### config.mk
export PLATFORM = sky130hd
export DESIGN_NAME = stable_priority_queue
export DESIGN_NICKNAME = d
export VERILOG_FILES = /design/src/sv/spq_pkg.sv /design/src/sv/spq_front.sv /design/src/sv/spq_cmd_fifo.sv /design/src/sv/spq_back.sv /design/src/sv/stable_priority_queue.sv
export SDC_FILE = /design/constraint.sdc
export NUM_CORES = 2
export LEC_CHECK = 0
export BUFFER_PORTS_ARGS = -buffer_cell sky130_fd_sc_hd__buf_2
export CAP_MARGIN = 20
export CORE_AREA = 10 10 290 431
export CTS_CLUSTER_DIAMETER = 150
export DETAILED_ROUTE_END_ITERATION = 10
export DIE_AREA = 0 0 300 441
export GPL_ROUTABILITY_DRIVEN = 0
export SLEW_MARGIN = 20
export SYNTH_ARGS = -nofsm -noshare
export SYNTH_HDL_FRONTEND = slang
export SYNTH_SLANG_ARGS = --single-unit
### constraint.sdc
create_clock -name clk -period 19.87 [get_ports clk]
set_clock_uncertainty 0.15 [all_clocks]
set_input_delay 0.9935 -clock clk [delete_from_list [all_inputs] [get_ports clk]]
set_output_delay 0.9935 -clock clk [all_outputs]
set_load 0.05 [all_outputs]
### src/sv/spq_pkg.sv
`timescale 1ns / 1ps
package spq_pkg;

    // Entry store geometry.
    localparam int CAPACITY      = 16;
    localparam int PRIORITY_BITS = 8;
    localparam int PAYLOAD_BITS  = 32;
    localparam int IDX_BITS      = $clog2(CAPACITY);
    localparam int CNT_BITS      = $clog2(CAPACITY + 1);

    // Widths of the fields at the ports.
    localparam int REQ_FIELD_BITS  = 1;
    localparam int PRIO_FIELD_BITS = 8;
    localparam int PAY_FIELD_BITS  = 32;
    localparam int STAT_FIELD_BITS = 2;
    localparam int OCC_FIELD_BITS  = 5;

    // Depth of the command queue between the front and the back.
    localparam int CMD_DEPTH    = 2;
    localparam int CMD_PTR_BITS = $clog2(CMD_DEPTH);
    localparam int CMD_CNT_BITS = $clog2(CMD_DEPTH + 1);

    typedef logic [PRIORITY_BITS-1:0]   prio_t;
    typedef logic [PAYLOAD_BITS-1:0]    pay_t;
    typedef logic [STAT_FIELD_BITS-1:0] status_t;
    typedef logic [REQ_FIELD_BITS-1:0]  req_t;

    localparam req_t REQ_INSERT = 1'b0;
    localparam req_t REQ_POP    = 1'b1;

    localparam status_t ST_OK    = 2'd0;
    localparam status_t ST_FULL  = 2'd1;
    localparam status_t ST_EMPTY = 2'd2;

    // One classified command as it travels from the front to the back.
    typedef struct packed {
        logic  is_pop;
        prio_t prio;
        pay_t  payload;
    } cmd_t;

    // One finished result as held for the output side.
    typedef struct packed {
        status_t                  status;
        prio_t                    prio;
        pay_t                     payload;
        logic [CNT_BITS-1:0]      occupancy;
    } res_t;

    // Handshake status between the command queue and its neighbors.
    typedef struct packed {
        logic valid;
        logic ready;
    } link_t;

endpackage

### src/sv/spq_front.sv
`timescale 1ns / 1ps
module spq_front
    import spq_pkg::*;
(
    input  logic                       clk,
    input  logic                       rst_n,
    input  logic                       push,
    output logic                       full,
    input  req_t                       req_type,
    input  logic [PRIO_FIELD_BITS-1:0] entry_priority,
    input  logic [PAY_FIELD_BITS-1:0]  entry_payload,
    output cmd_t                       cmd,
    input  logic                       cmd_ready,
    output logic                       cmd_valid
);

    logic hold_valid_reg;
    logic hold_valid_next;
    cmd_t hold_cmd_reg;
    cmd_t hold_cmd_next;
    logic take;

    // The holding stage is busy only while the command queue refuses it.
    assign full = hold_valid_reg && !cmd_ready;
    assign take = push && !full;

    always_comb
    begin
        hold_valid_next = hold_valid_reg;
        if (!full)
        begin
            hold_valid_next = push;
        end
        hold_cmd_next = hold_cmd_reg;
        if (take)
        begin
            hold_cmd_next.is_pop  = (req_type == REQ_POP);
            hold_cmd_next.prio    = PRIORITY_BITS'(entry_priority);
            hold_cmd_next.payload = PAYLOAD_BITS'(entry_payload);
        end
    end

    always_ff @(posedge clk or negedge rst_n)
    begin
        if (!rst_n)
        begin
            hold_valid_reg <= 1'b0;
        end
        else
        begin
            hold_valid_reg <= hold_valid_next;
        end
    end

    always_ff @(posedge clk)
    begin
        hold_cmd_reg <= hold_cmd_next;
    end

    assign cmd       = hold_cmd_reg;
    assign cmd_valid = hold_valid_reg;

endmodule

### src/sv/spq_cmd_fifo.sv
`timescale 1ns / 1ps
module spq_cmd_fifo
    import spq_pkg::*;
(
    input  logic  clk,
    input  logic  rst_n,
    input  cmd_t  wr_cmd,
    input  logic  wr_valid,
    output logic  wr_ready,
    output cmd_t  rd_cmd,
    output link_t rd_link,
    input  logic  rd_ready
);

    cmd_t                    mem_reg [CMD_DEPTH];
    logic [CMD_PTR_BITS-1:0] wr_ptr_reg, wr_ptr_next;
    logic [CMD_PTR_BITS-1:0] rd_ptr_reg, rd_ptr_next;
    logic [CMD_CNT_BITS-1:0] cnt_reg, cnt_next;
    logic                    do_wr;
    logic                    do_rd;

    assign wr_ready      = (cnt_reg != CMD_CNT_BITS'(CMD_DEPTH));
    assign rd_link.valid = (cnt_reg != '0);
    assign rd_link.ready = wr_ready;
    assign rd_cmd        = mem_reg[rd_ptr_reg];

    assign do_wr = wr_valid && wr_ready;
    assign do_rd = rd_link.valid && rd_ready;

    always_comb
    begin
        wr_ptr_next = wr_ptr_reg;
        rd_ptr_next = rd_ptr_reg;
        cnt_next    = cnt_reg;
        if (do_wr)
        begin
            wr_ptr_next = (wr_ptr_reg == CMD_PTR_BITS'(CMD_DEPTH - 1)) ? '0
                                                                       : wr_ptr_reg + 1'b1;
        end
        if (do_rd)
        begin
            rd_ptr_next = (rd_ptr_reg == CMD_PTR_BITS'(CMD_DEPTH - 1)) ? '0
                                                                       : rd_ptr_reg + 1'b1;
        end
        if (do_wr && !do_rd)
        begin
            cnt_next = cnt_reg + 1'b1;
        end
        else if (do_rd && !do_wr)
        begin
            cnt_next = cnt_reg - 1'b1;
        end
    end

    always_ff @(posedge clk or negedge rst_n)
    begin
        if (!rst_n)
        begin
            wr_ptr_reg <= '0;
            rd_ptr_reg <= '0;
            cnt_reg    <= '0;
        end
        else
        begin
            wr_ptr_reg <= wr_ptr_next;
            rd_ptr_reg <= rd_ptr_next;
            cnt_reg    <= cnt_next;
        end
    end

    always_ff @(posedge clk)
    begin
        if (do_wr)
        begin
            mem_reg[wr_ptr_reg] <= wr_cmd;
        end
    end

endmodule

### src/sv/spq_back.sv
`timescale 1ns / 1ps
module spq_back
    import spq_pkg::*;
(
    input  logic                clk,
    input  logic                rst_n,
    input  cmd_t                cmd,
    input  link_t               cmd_link,
    output logic                cmd_ready,
    output res_t                res,
    output logic                res_valid,
    input  logic                res_pop,
    output logic [CNT_BITS-1:0] count
);

    prio_t               slot_prio_reg [CAPACITY];
    prio_t               slot_prio_next [CAPACITY];
    pay_t                slot_pay_reg [CAPACITY];
    pay_t                slot_pay_next [CAPACITY];
    logic [CNT_BITS-1:0] count_reg, count_next;
    logic                res_valid_reg, res_valid_next;
    res_t                res_reg, res_next;
    logic [CAPACITY-1:0] ge;
    logic                exec;
    logic                is_full;
    logic                is_empty;

    // A command runs when the result register is free or is drained this cycle.
    assign cmd_ready = !res_valid_reg || res_pop;
    assign exec      = cmd_link.valid && cmd_ready;
    assign is_full   = (count_reg == CNT_BITS'(CAPACITY));
    assign is_empty  = (count_reg == '0);

    // Slots are sorted by descending priority, so ge is a prefix of ones.
    always_comb
    begin
        for (int i = 0; i < CAPACITY; i++)
        begin
            ge[i] = (CNT_BITS'(i) < count_reg) && (slot_prio_reg[i] >= cmd.prio);
        end
    end

    always_comb
    begin
        for (int i = 0; i < CAPACITY; i++)
        begin
            slot_prio_next[i] = slot_prio_reg[i];
            slot_pay_next[i]  = slot_pay_reg[i];
        end
        count_next     = count_reg;
        res_valid_next = res_valid_reg && !res_pop;
        res_next       = res_reg;
        if (exec)
        begin
            res_valid_next   = 1'b1;
            res_next.status  = ST_OK;
            res_next.prio    = '0;
            res_next.payload = '0;
            if (!cmd.is_pop)
            begin
                if (is_full)
                begin
                    res_next.status = ST_FULL;
                end
                else
                begin
                    if (!ge[0])
                    begin
                        slot_prio_next[0] = cmd.prio;
                        slot_pay_next[0]  = cmd.payload;
                    end
                    for (int i = 1; i < CAPACITY; i++)
                    begin
                        if (!ge[i])
                        begin
                            if (ge[i-1])
                            begin
                                slot_prio_next[i] = cmd.prio;
                                slot_pay_next[i]  = cmd.payload;
                            end
                            else
                            begin
                                slot_prio_next[i] = slot_prio_reg[i-1];
                                slot_pay_next[i]  = slot_pay_reg[i-1];
                            end
                        end
                    end
                    count_next = count_reg + 1'b1;
                end
            end
            else
            begin
                if (is_empty)
                begin
                    res_next.status = ST_EMPTY;
                end
                else
                begin
                    res_next.prio    = slot_prio_reg[0];
                    res_next.payload = slot_pay_reg[0];
                    for (int i = 0; i < CAPACITY - 1; i++)
                    begin
                        slot_prio_next[i] = slot_prio_reg[i+1];
                        slot_pay_next[i]  = slot_pay_reg[i+1];
                    end
                    count_next = count_reg - 1'b1;
                end
            end
            res_next.occupancy = count_next;
        end
    end

    always_ff @(posedge clk or negedge rst_n)
    begin
        if (!rst_n)
        begin
            count_reg     <= '0;
            res_valid_reg <= 1'b0;
        end
        else
        begin
            count_reg     <= count_next;
            res_valid_reg <= res_valid_next;
        end
    end

    always_ff @(posedge clk)
    begin
        for (int i = 0; i < CAPACITY; i++)
        begin
            slot_prio_reg[i] <= slot_prio_next[i];
            slot_pay_reg[i]  <= slot_pay_next[i];
        end
        res_reg <= res_next;
    end

    assign res       = res_reg;
    assign res_valid = res_valid_reg;
    assign count     = count_reg;

endmodule

### src/sv/stable_priority_queue.sv
`timescale 1ns / 1ps
// A transaction accepted into the holding stage passes through the command queue and the
// sorted slot array before its result shows on the ports. Throughput: one transaction per
// cycle sustained while each result is popped as it shows, set by the combinational compare
// and shift of the sorted slot array. Reset (rst_n, asynchronous, active low) empties the
// queue; the slot contents are not cleared and are never read before they are written.
module stable_priority_queue
    import spq_pkg::*;
(
    input  logic                       clk,
    input  logic                       rst_n,
    input  logic                       push,
    output logic                       full,
    input  req_t                       req_type,
    input  logic [PRIO_FIELD_BITS-1:0] entry_priority,
    input  logic [PAY_FIELD_BITS-1:0]  entry_payload,
    output logic                       empty,
    input  logic                       pop,
    output status_t                    status,
    output logic [PRIO_FIELD_BITS-1:0] out_priority,
    output logic [PAY_FIELD_BITS-1:0]  out_payload,
    output logic [OCC_FIELD_BITS-1:0]  occupancy
);

    // The front stage registers each request transaction and classifies it as an
    // insert or a pop. It only reports full while its holding register is occupied
    // and the command queue cannot take that command.
    cmd_t                front_cmd;
    logic                front_valid;
    logic                fifo_wr_ready;
    cmd_t                back_cmd;
    link_t               back_link;
    logic                back_ready;
    res_t                back_res;
    logic                back_res_valid;
    logic [CNT_BITS-1:0] back_count;

    spq_front u_front (
        .clk            (clk),
        .rst_n          (rst_n),
        .push           (push),
        .full           (full),
        .req_type       (req_type),
        .entry_priority (entry_priority),
        .entry_payload  (entry_payload),
        .cmd            (front_cmd),
        .cmd_ready      (fifo_wr_ready),
        .cmd_valid      (front_valid)
    );

    // A short command queue lets the front keep taking transactions while the back
    // waits for its result register to be drained.
    spq_cmd_fifo u_cmd_fifo (
        .clk      (clk),
        .rst_n    (rst_n),
        .wr_cmd   (front_cmd),
        .wr_valid (front_valid),
        .wr_ready (fifo_wr_ready),
        .rd_cmd   (back_cmd),
        .rd_link  (back_link),
        .rd_ready (back_ready)
    );

    // The back keeps the entries sorted by descending priority, oldest first among
    // equal priorities. An insert lands behind every entry of equal or higher
    // priority, and a pop takes the head and moves the rest up one slot.
    spq_back u_back (
        .clk       (clk),
        .rst_n     (rst_n),
        .cmd       (back_cmd),
        .cmd_link  (back_link),
        .cmd_ready (back_ready),
        .res       (back_res),
        .res_valid (back_res_valid),
        .res_pop   (pop),
        .count     (back_count)
    );

    // The result register is the head of the output queue.
    assign empty        = !back_res_valid;
    assign status       = back_res.status;
    assign out_priority = PRIO_FIELD_BITS'(back_res.prio);
    assign out_payload  = PAY_FIELD_BITS'(back_res.payload);
    assign occupancy    = OCC_FIELD_BITS'(back_res.occupancy);

    // The stored entry count never passes the capacity.
    assert property (@(posedge clk) disable iff (!rst_n)
        back_count <= CNT_BITS'(CAPACITY))
        else $error("entry count exceeds capacity");

    // A refused insert is only reported when every slot is taken.
    assert property (@(posedge clk) disable iff (!rst_n)
        (!empty && status == ST_FULL) |-> occupancy == OCC_FIELD_BITS'(CAPACITY))
        else $error("full status with free slots");

    // A pop on an empty queue carries zero fields and zero occupancy.
    assert property (@(posedge clk) disable iff (!rst_n)
        (!empty && status == ST_EMPTY)
            |-> (occupancy == '0 && out_priority == '0 && out_payload == '0))
        else $error("empty status with nonzero fields");

    // A waiting result that is not taken stays in place.
    assert property (@(posedge clk) disable iff (!rst_n)
        (!empty && !pop) |=> (!empty && $stable(status) && $stable(occupancy)))
        else $error("waiting result changed");

endmodule
# --- After elaboration in Yosys (flattened, before gate mapping) ---
# Memory sizes are Yosys's and may differ from the RTL's.
# Cells that the tools add are included.
totals:
  register_bits: 99
  ram_bits: 722
  input_bits: 45
  output_inout_bits: 49
  wordCells: 176
  n_memories: 3
op_classes:
  n_addsub: 6
  magnitude_cmp: 32
  n_eq_ne: 2
  n_mux: 85
  bitwise: 1
  reduce_logical: 34
mem_list:
  columns: ["name", "words", "width", "read_ports", "rd_clocked_by_memory_dff", "write_ports", "line_no", "source"]
  rows:
  - ["u_back.slot_pay_reg", 16, 32, 16, 0, 16, "spq_back.sv:18", "pay_t slot_pay_reg [CAPACITY];"]
  - ["u_back.slot_prio_reg", 16, 8, 16, 0, 16, "spq_back.sv:16", "prio_t slot_prio_reg [CAPACITY];"]
  - ["u_cmd_fifo.mem_reg", 2, 41, 1, 0, 1, "spq_cmd_fifo.sv:15", "cmd_t mem_reg [CMD_DEPTH];"]
ops:
  columns: ["cell", "n"]
  rows:
  - ["32-bit two-way mux", 32]
  - ["512-bit two-way mux", 2]
  - ["480-bit two-way mux", 2]
  - ["128-bit two-way mux", 2]
  - ["8-bit two-way mux", 32]
  - ["120-bit two-way mux", 2]
  - ["8-bit >= comparator", 16]
  - ["4-bit by 5-bit < comparator with 1-bit output (first input constant)", 8]
  - ["1-bit logical AND", 23]
  - ["3-bit by 5-bit < comparator with 1-bit output (first input constant)", 4]
  - ["5-bit two-way mux", 3]
  - ["1-bit by 5-bit < comparator with 1-bit output (first input constant)", 2]
  - ["2-bit by 5-bit < comparator with 1-bit output (first input constant)", 2]
  - ["2-bit two-way mux", 4]
  - ["1-bit zero test", 6]
  - ["1-bit two-way mux", 6]
  - ["5-bit by 1-bit adder with 5-bit output (second input constant)", 1]
  - ["5-bit equality test (second input constant)", 1]
  - ["5-bit zero test", 1]
  - ["5-bit by 1-bit subtractor with 5-bit output (second input constant)", 1]
  - ["2-bit nonzero test", 2]
  - ["1-bit adder (second input constant)", 2]
  - ["2-bit by 1-bit adder with 2-bit output (second input constant)", 1]
  - ["2-bit inequality test (second input constant)", 1]
  - ["other kinds (4)", 4]

# --- Logic depth before layout (Yosys ltp) ---
# An unclocked memory read counts as a cell.
logic_depth:
  word_depth: 8
  mapped_depth: 12
  depth_no_buf: 7

# --- Modules after synthesis ---
# Synthesis repeated with hierarchy kept, for this count alone.
hier_totals:
  cells_unflattened: 3511
  hier_area_um2: 42564.6
modules_own_cells:
  columns: ["module", "n_inst", "cells_each", "area_per_inst_um2", "seq_area_each_um2"]
  rows:
  - ["spq_back", 1, 3317, 37908.9, 20779.9]
  - ["spq_cmd_fifo", 1, 147, 3363.2, 2562.5]
  - ["spq_front", 1, 46, 1288.7, 1256.2]
  - ["stable_priority_queue", 1, 1, 3.8, 0.0]

# --- Worst setup path after synthesis ---
# Ideal clock, no wire load.
synth_path:
  path_kind: "register to register"
  from: "register u_cmd_fifo.rd_ptr_reg (netlist name)"
  to: "memory u_back.slot_pay_reg[1][224] (netlist name), enable pin"
  setup_ps: 498
  arrival_time_ps: 5781
  required_ps: 19222
  path_slack_ps: 13441
  stages_incl_launch_ff: 11
  path_buffers: 3
  synth_period_minus_slack_ps: 6429
  cell_sequence: "dfrtp_1 buf_2 buf_6 buf_6 mux2i_1 ha_1 a21o_1 a21o_1 a221oi_1 o21ai_0 a211oi_1"
synth_rtl:
  columns: ["item", "line_no"]
  rows:
  - ["end, declared", "spq_back.sv:18"]

==> metrics <==
outcome=finished clean; area leader, netlist=edfxtp_1; #FFs+latches synth=821; commonest cells in the synthesized netlist=edfxtp_1 (810), a221o_1 (519), and3_1 (488); Main synth FF type=edfxtp_1; Worst-path clk slew=0.07 ns; crit path buf inv count=4; Critical Path Max Stage Delay=0.89 ns; share of layout cells above drive strength 1=13.9%; first-pass GRT wire length=166000 um; CP cell instances=mux2_8, buf_4, buf_4, buf_4, buf_4, a221o_1; drt wl/cell=23.3 um; worst hold path type=input pin to asynchronous set/reset pin; Worst Slack Setup Final=14.22 ns; CTS sink count=821; area of the die=0.132 mm2; Ports=94; H-tree depth=3; Slew @ Worst Pin=1.11 ns; Worst-Skew Late Latency=0.66 ns; largest net degree at the start of global routing=146; Mapped Cells=3040; worst r2r path cells=6; WS Path Type=register to register; number of global-route vias before repair=26800; Critical Path Most Common Cell=buf_4; Non-Filler Instances=4576; register area share after synthesis=60.5%; number of cells on the critical path=6; Clock Tree Root=clkbuf_16; initial antenna violation count=1; drt drc=0; yosys warns=0; final setup fails=0; Worst setup EP type=register; RSZ-0062 raised after global routing=false; count leader, synth=edfxtp_1; fin nets=3133; Register-to-Register Setup Slack=14.22 ns; Hold Vio Cnt, Final=0; Layout area overhead=11.1%; startpoint types=register; Setup WS pre-CTS=14.45 ns; worst setup path endpoint=u_back.slot_pay_reg[0][180]; Post-Synthesis Cell Area=0.0407 mm2; Overflow after GRT=0; die height=441 um; starting density of the core=34.7%; TritonCTS Buffers=75; Arrival @ worst endpoint=6.03 ns; Max Slew Vio Count=0; max reg flops=512; number of distinct library cells after synthesis=64; PortBufs=93; Reg area=0.0246 mm2; Hold Buf Count CTS=0; footprint of the multi-input gates=0.0150 mm2; share of flip-flops with an asynchronous set or reset=1.34%; Synth area leaders=edfxtp_1 (60%), a221o_1 (13%), and3_1 (7.5%); Yosys top cell area share=59.8%; Final min period=5.65 ns; post-placement cell count=4438; EDFF count, synth=810; final wirelength=107000 um; period utilization=28.4%; core area=0.117 mm2; Crit path max-delay family=buffers and inverters; Die X=300 um; Rows=154; Via density=5.91; CTS resizes=0; Worst EP required=20.25 ns; maxcap violations=0; via count=27100; Clock Path Buffers=3; fill count=11000; hpwl dp=73600 um; mean post-synth cell area=13.4 um2; CP max stage cell=buf_4; RR Endpoint=u_back.slot_pay_reg[0][180]; detailed router's first-iteration violation count=2446; # Post-CTS Setup Buffers=0; crit path from=u_cmd_fifo.rd_ptr_reg; syn nets=3217; CP Max Fanout=145; hold_ws=0.0533 ns; Reg2Reg Launch Point=u_cmd_fifo.rd_ptr_reg; Pre-Repair DR Iteration Count=5; setup TNS=0 ns; CTS tree=yes; fmax=0.177 GHz; Tot GR Track Use=15.6%; slew margin rel.=25.8%; Final ANT Viol Nets=0
-- layout make-up --
type                            count  share of cell area, %
Clock buffer                       94                   4.50
Timing Repair Buffer              179                   2.52
Inverter                           32                  0.266
Tap cell                         1560                   4.32
Clock inverter                     42                  0.867
Multi-Input combinational cell   1847                   33.1
Sequential cell                   821                   54.4
Antenna cell                        1                0.00554
-- placed cells by master, fill, tap and decap left out, types with 7 or more instances in the layout --
cell	count
a21oi_2	11
a21oi_1	97
a32oi_1	40
mux2_2	62
o21ai_2	13
dfrtp_1	10
a21o_1	59
a31oi_1	15
and2_1	23
nand3_1	93
a211o_1	14
mux2i_1	10
clkinv_1	15
edfxtp_1	810
mux2i_2	7
a221o_1	519
a221oi_1	14
clkbuf_1	15
inv_1	31
a2111oi_0	11
clkinv_2	13
buf_2	93
clkbuf_16	79
o21ai_0	10
o2111ai_1	12
nor2_1	25
nand2_1	96
ha_1	132
buf_4	83
a21oi_4	17
nand2b_1	21
and3_1	487
-- routing by layer --
metal | routed length, um | GRT usage [%] | up-vias
met5 | 0 | 0 | -
met1 | 46900 | 20.8 | 13700
met4 | 2140 | 4.35 | 0
met2 | 52900 | 26.5 | 795
met3 | 4810 | 1.96 | 127
li1 | - | - | 12400
-- logic make-up after synthesis --
group	after synthesis	synth area share [%]
XOR/XNOR	7	0.151
multiplexers	83	2.27
buffers and inverters	372	3.78
flip-flops	821	60.5
adder cells (fa/ha/maj)	132	4.06
AO/OA/AOI/OAI	857	18.4
AND/OR/NAND/NOR	768	10.8
-- per-stage QoR --
stage / area [um2] / util [%]
floorplan: 40700 / -
finish: 45200 / 38.6
global route: 45200 / 38.6
CTS: 45200 / 38.5
detailed placement: 42700 / 36.5
global placement: 42700 / 36.5
-- worst min path at each step --
stage | startpoint | end | slack [ns] | cells past startpoint
6_report | rst_n | u_front.cmd_valid | 0.05 | 1
5_1_grt | rst_n | u_front.cmd_valid | 0.05 | 1
4_1_cts | rst_n | u_front.cmd_valid | 0.02 | 1
3_5_place_dp | u_front.cmd[9] | u_cmd_fifo.mem_reg[0][9] | 0.28 | 0
3_3_place_gp | u_front.cmd[2] | u_cmd_fifo.mem_reg[1][2] | 0.28 | 0
2_1_floorplan | u_front.cmd[0] | u_cmd_fifo.mem_reg[0][0] | 0.27 | 0
Power is left out: the tool's default activity adds up to more than one toggle a clock period on the data nets, which glitch-free logic cannot reach.
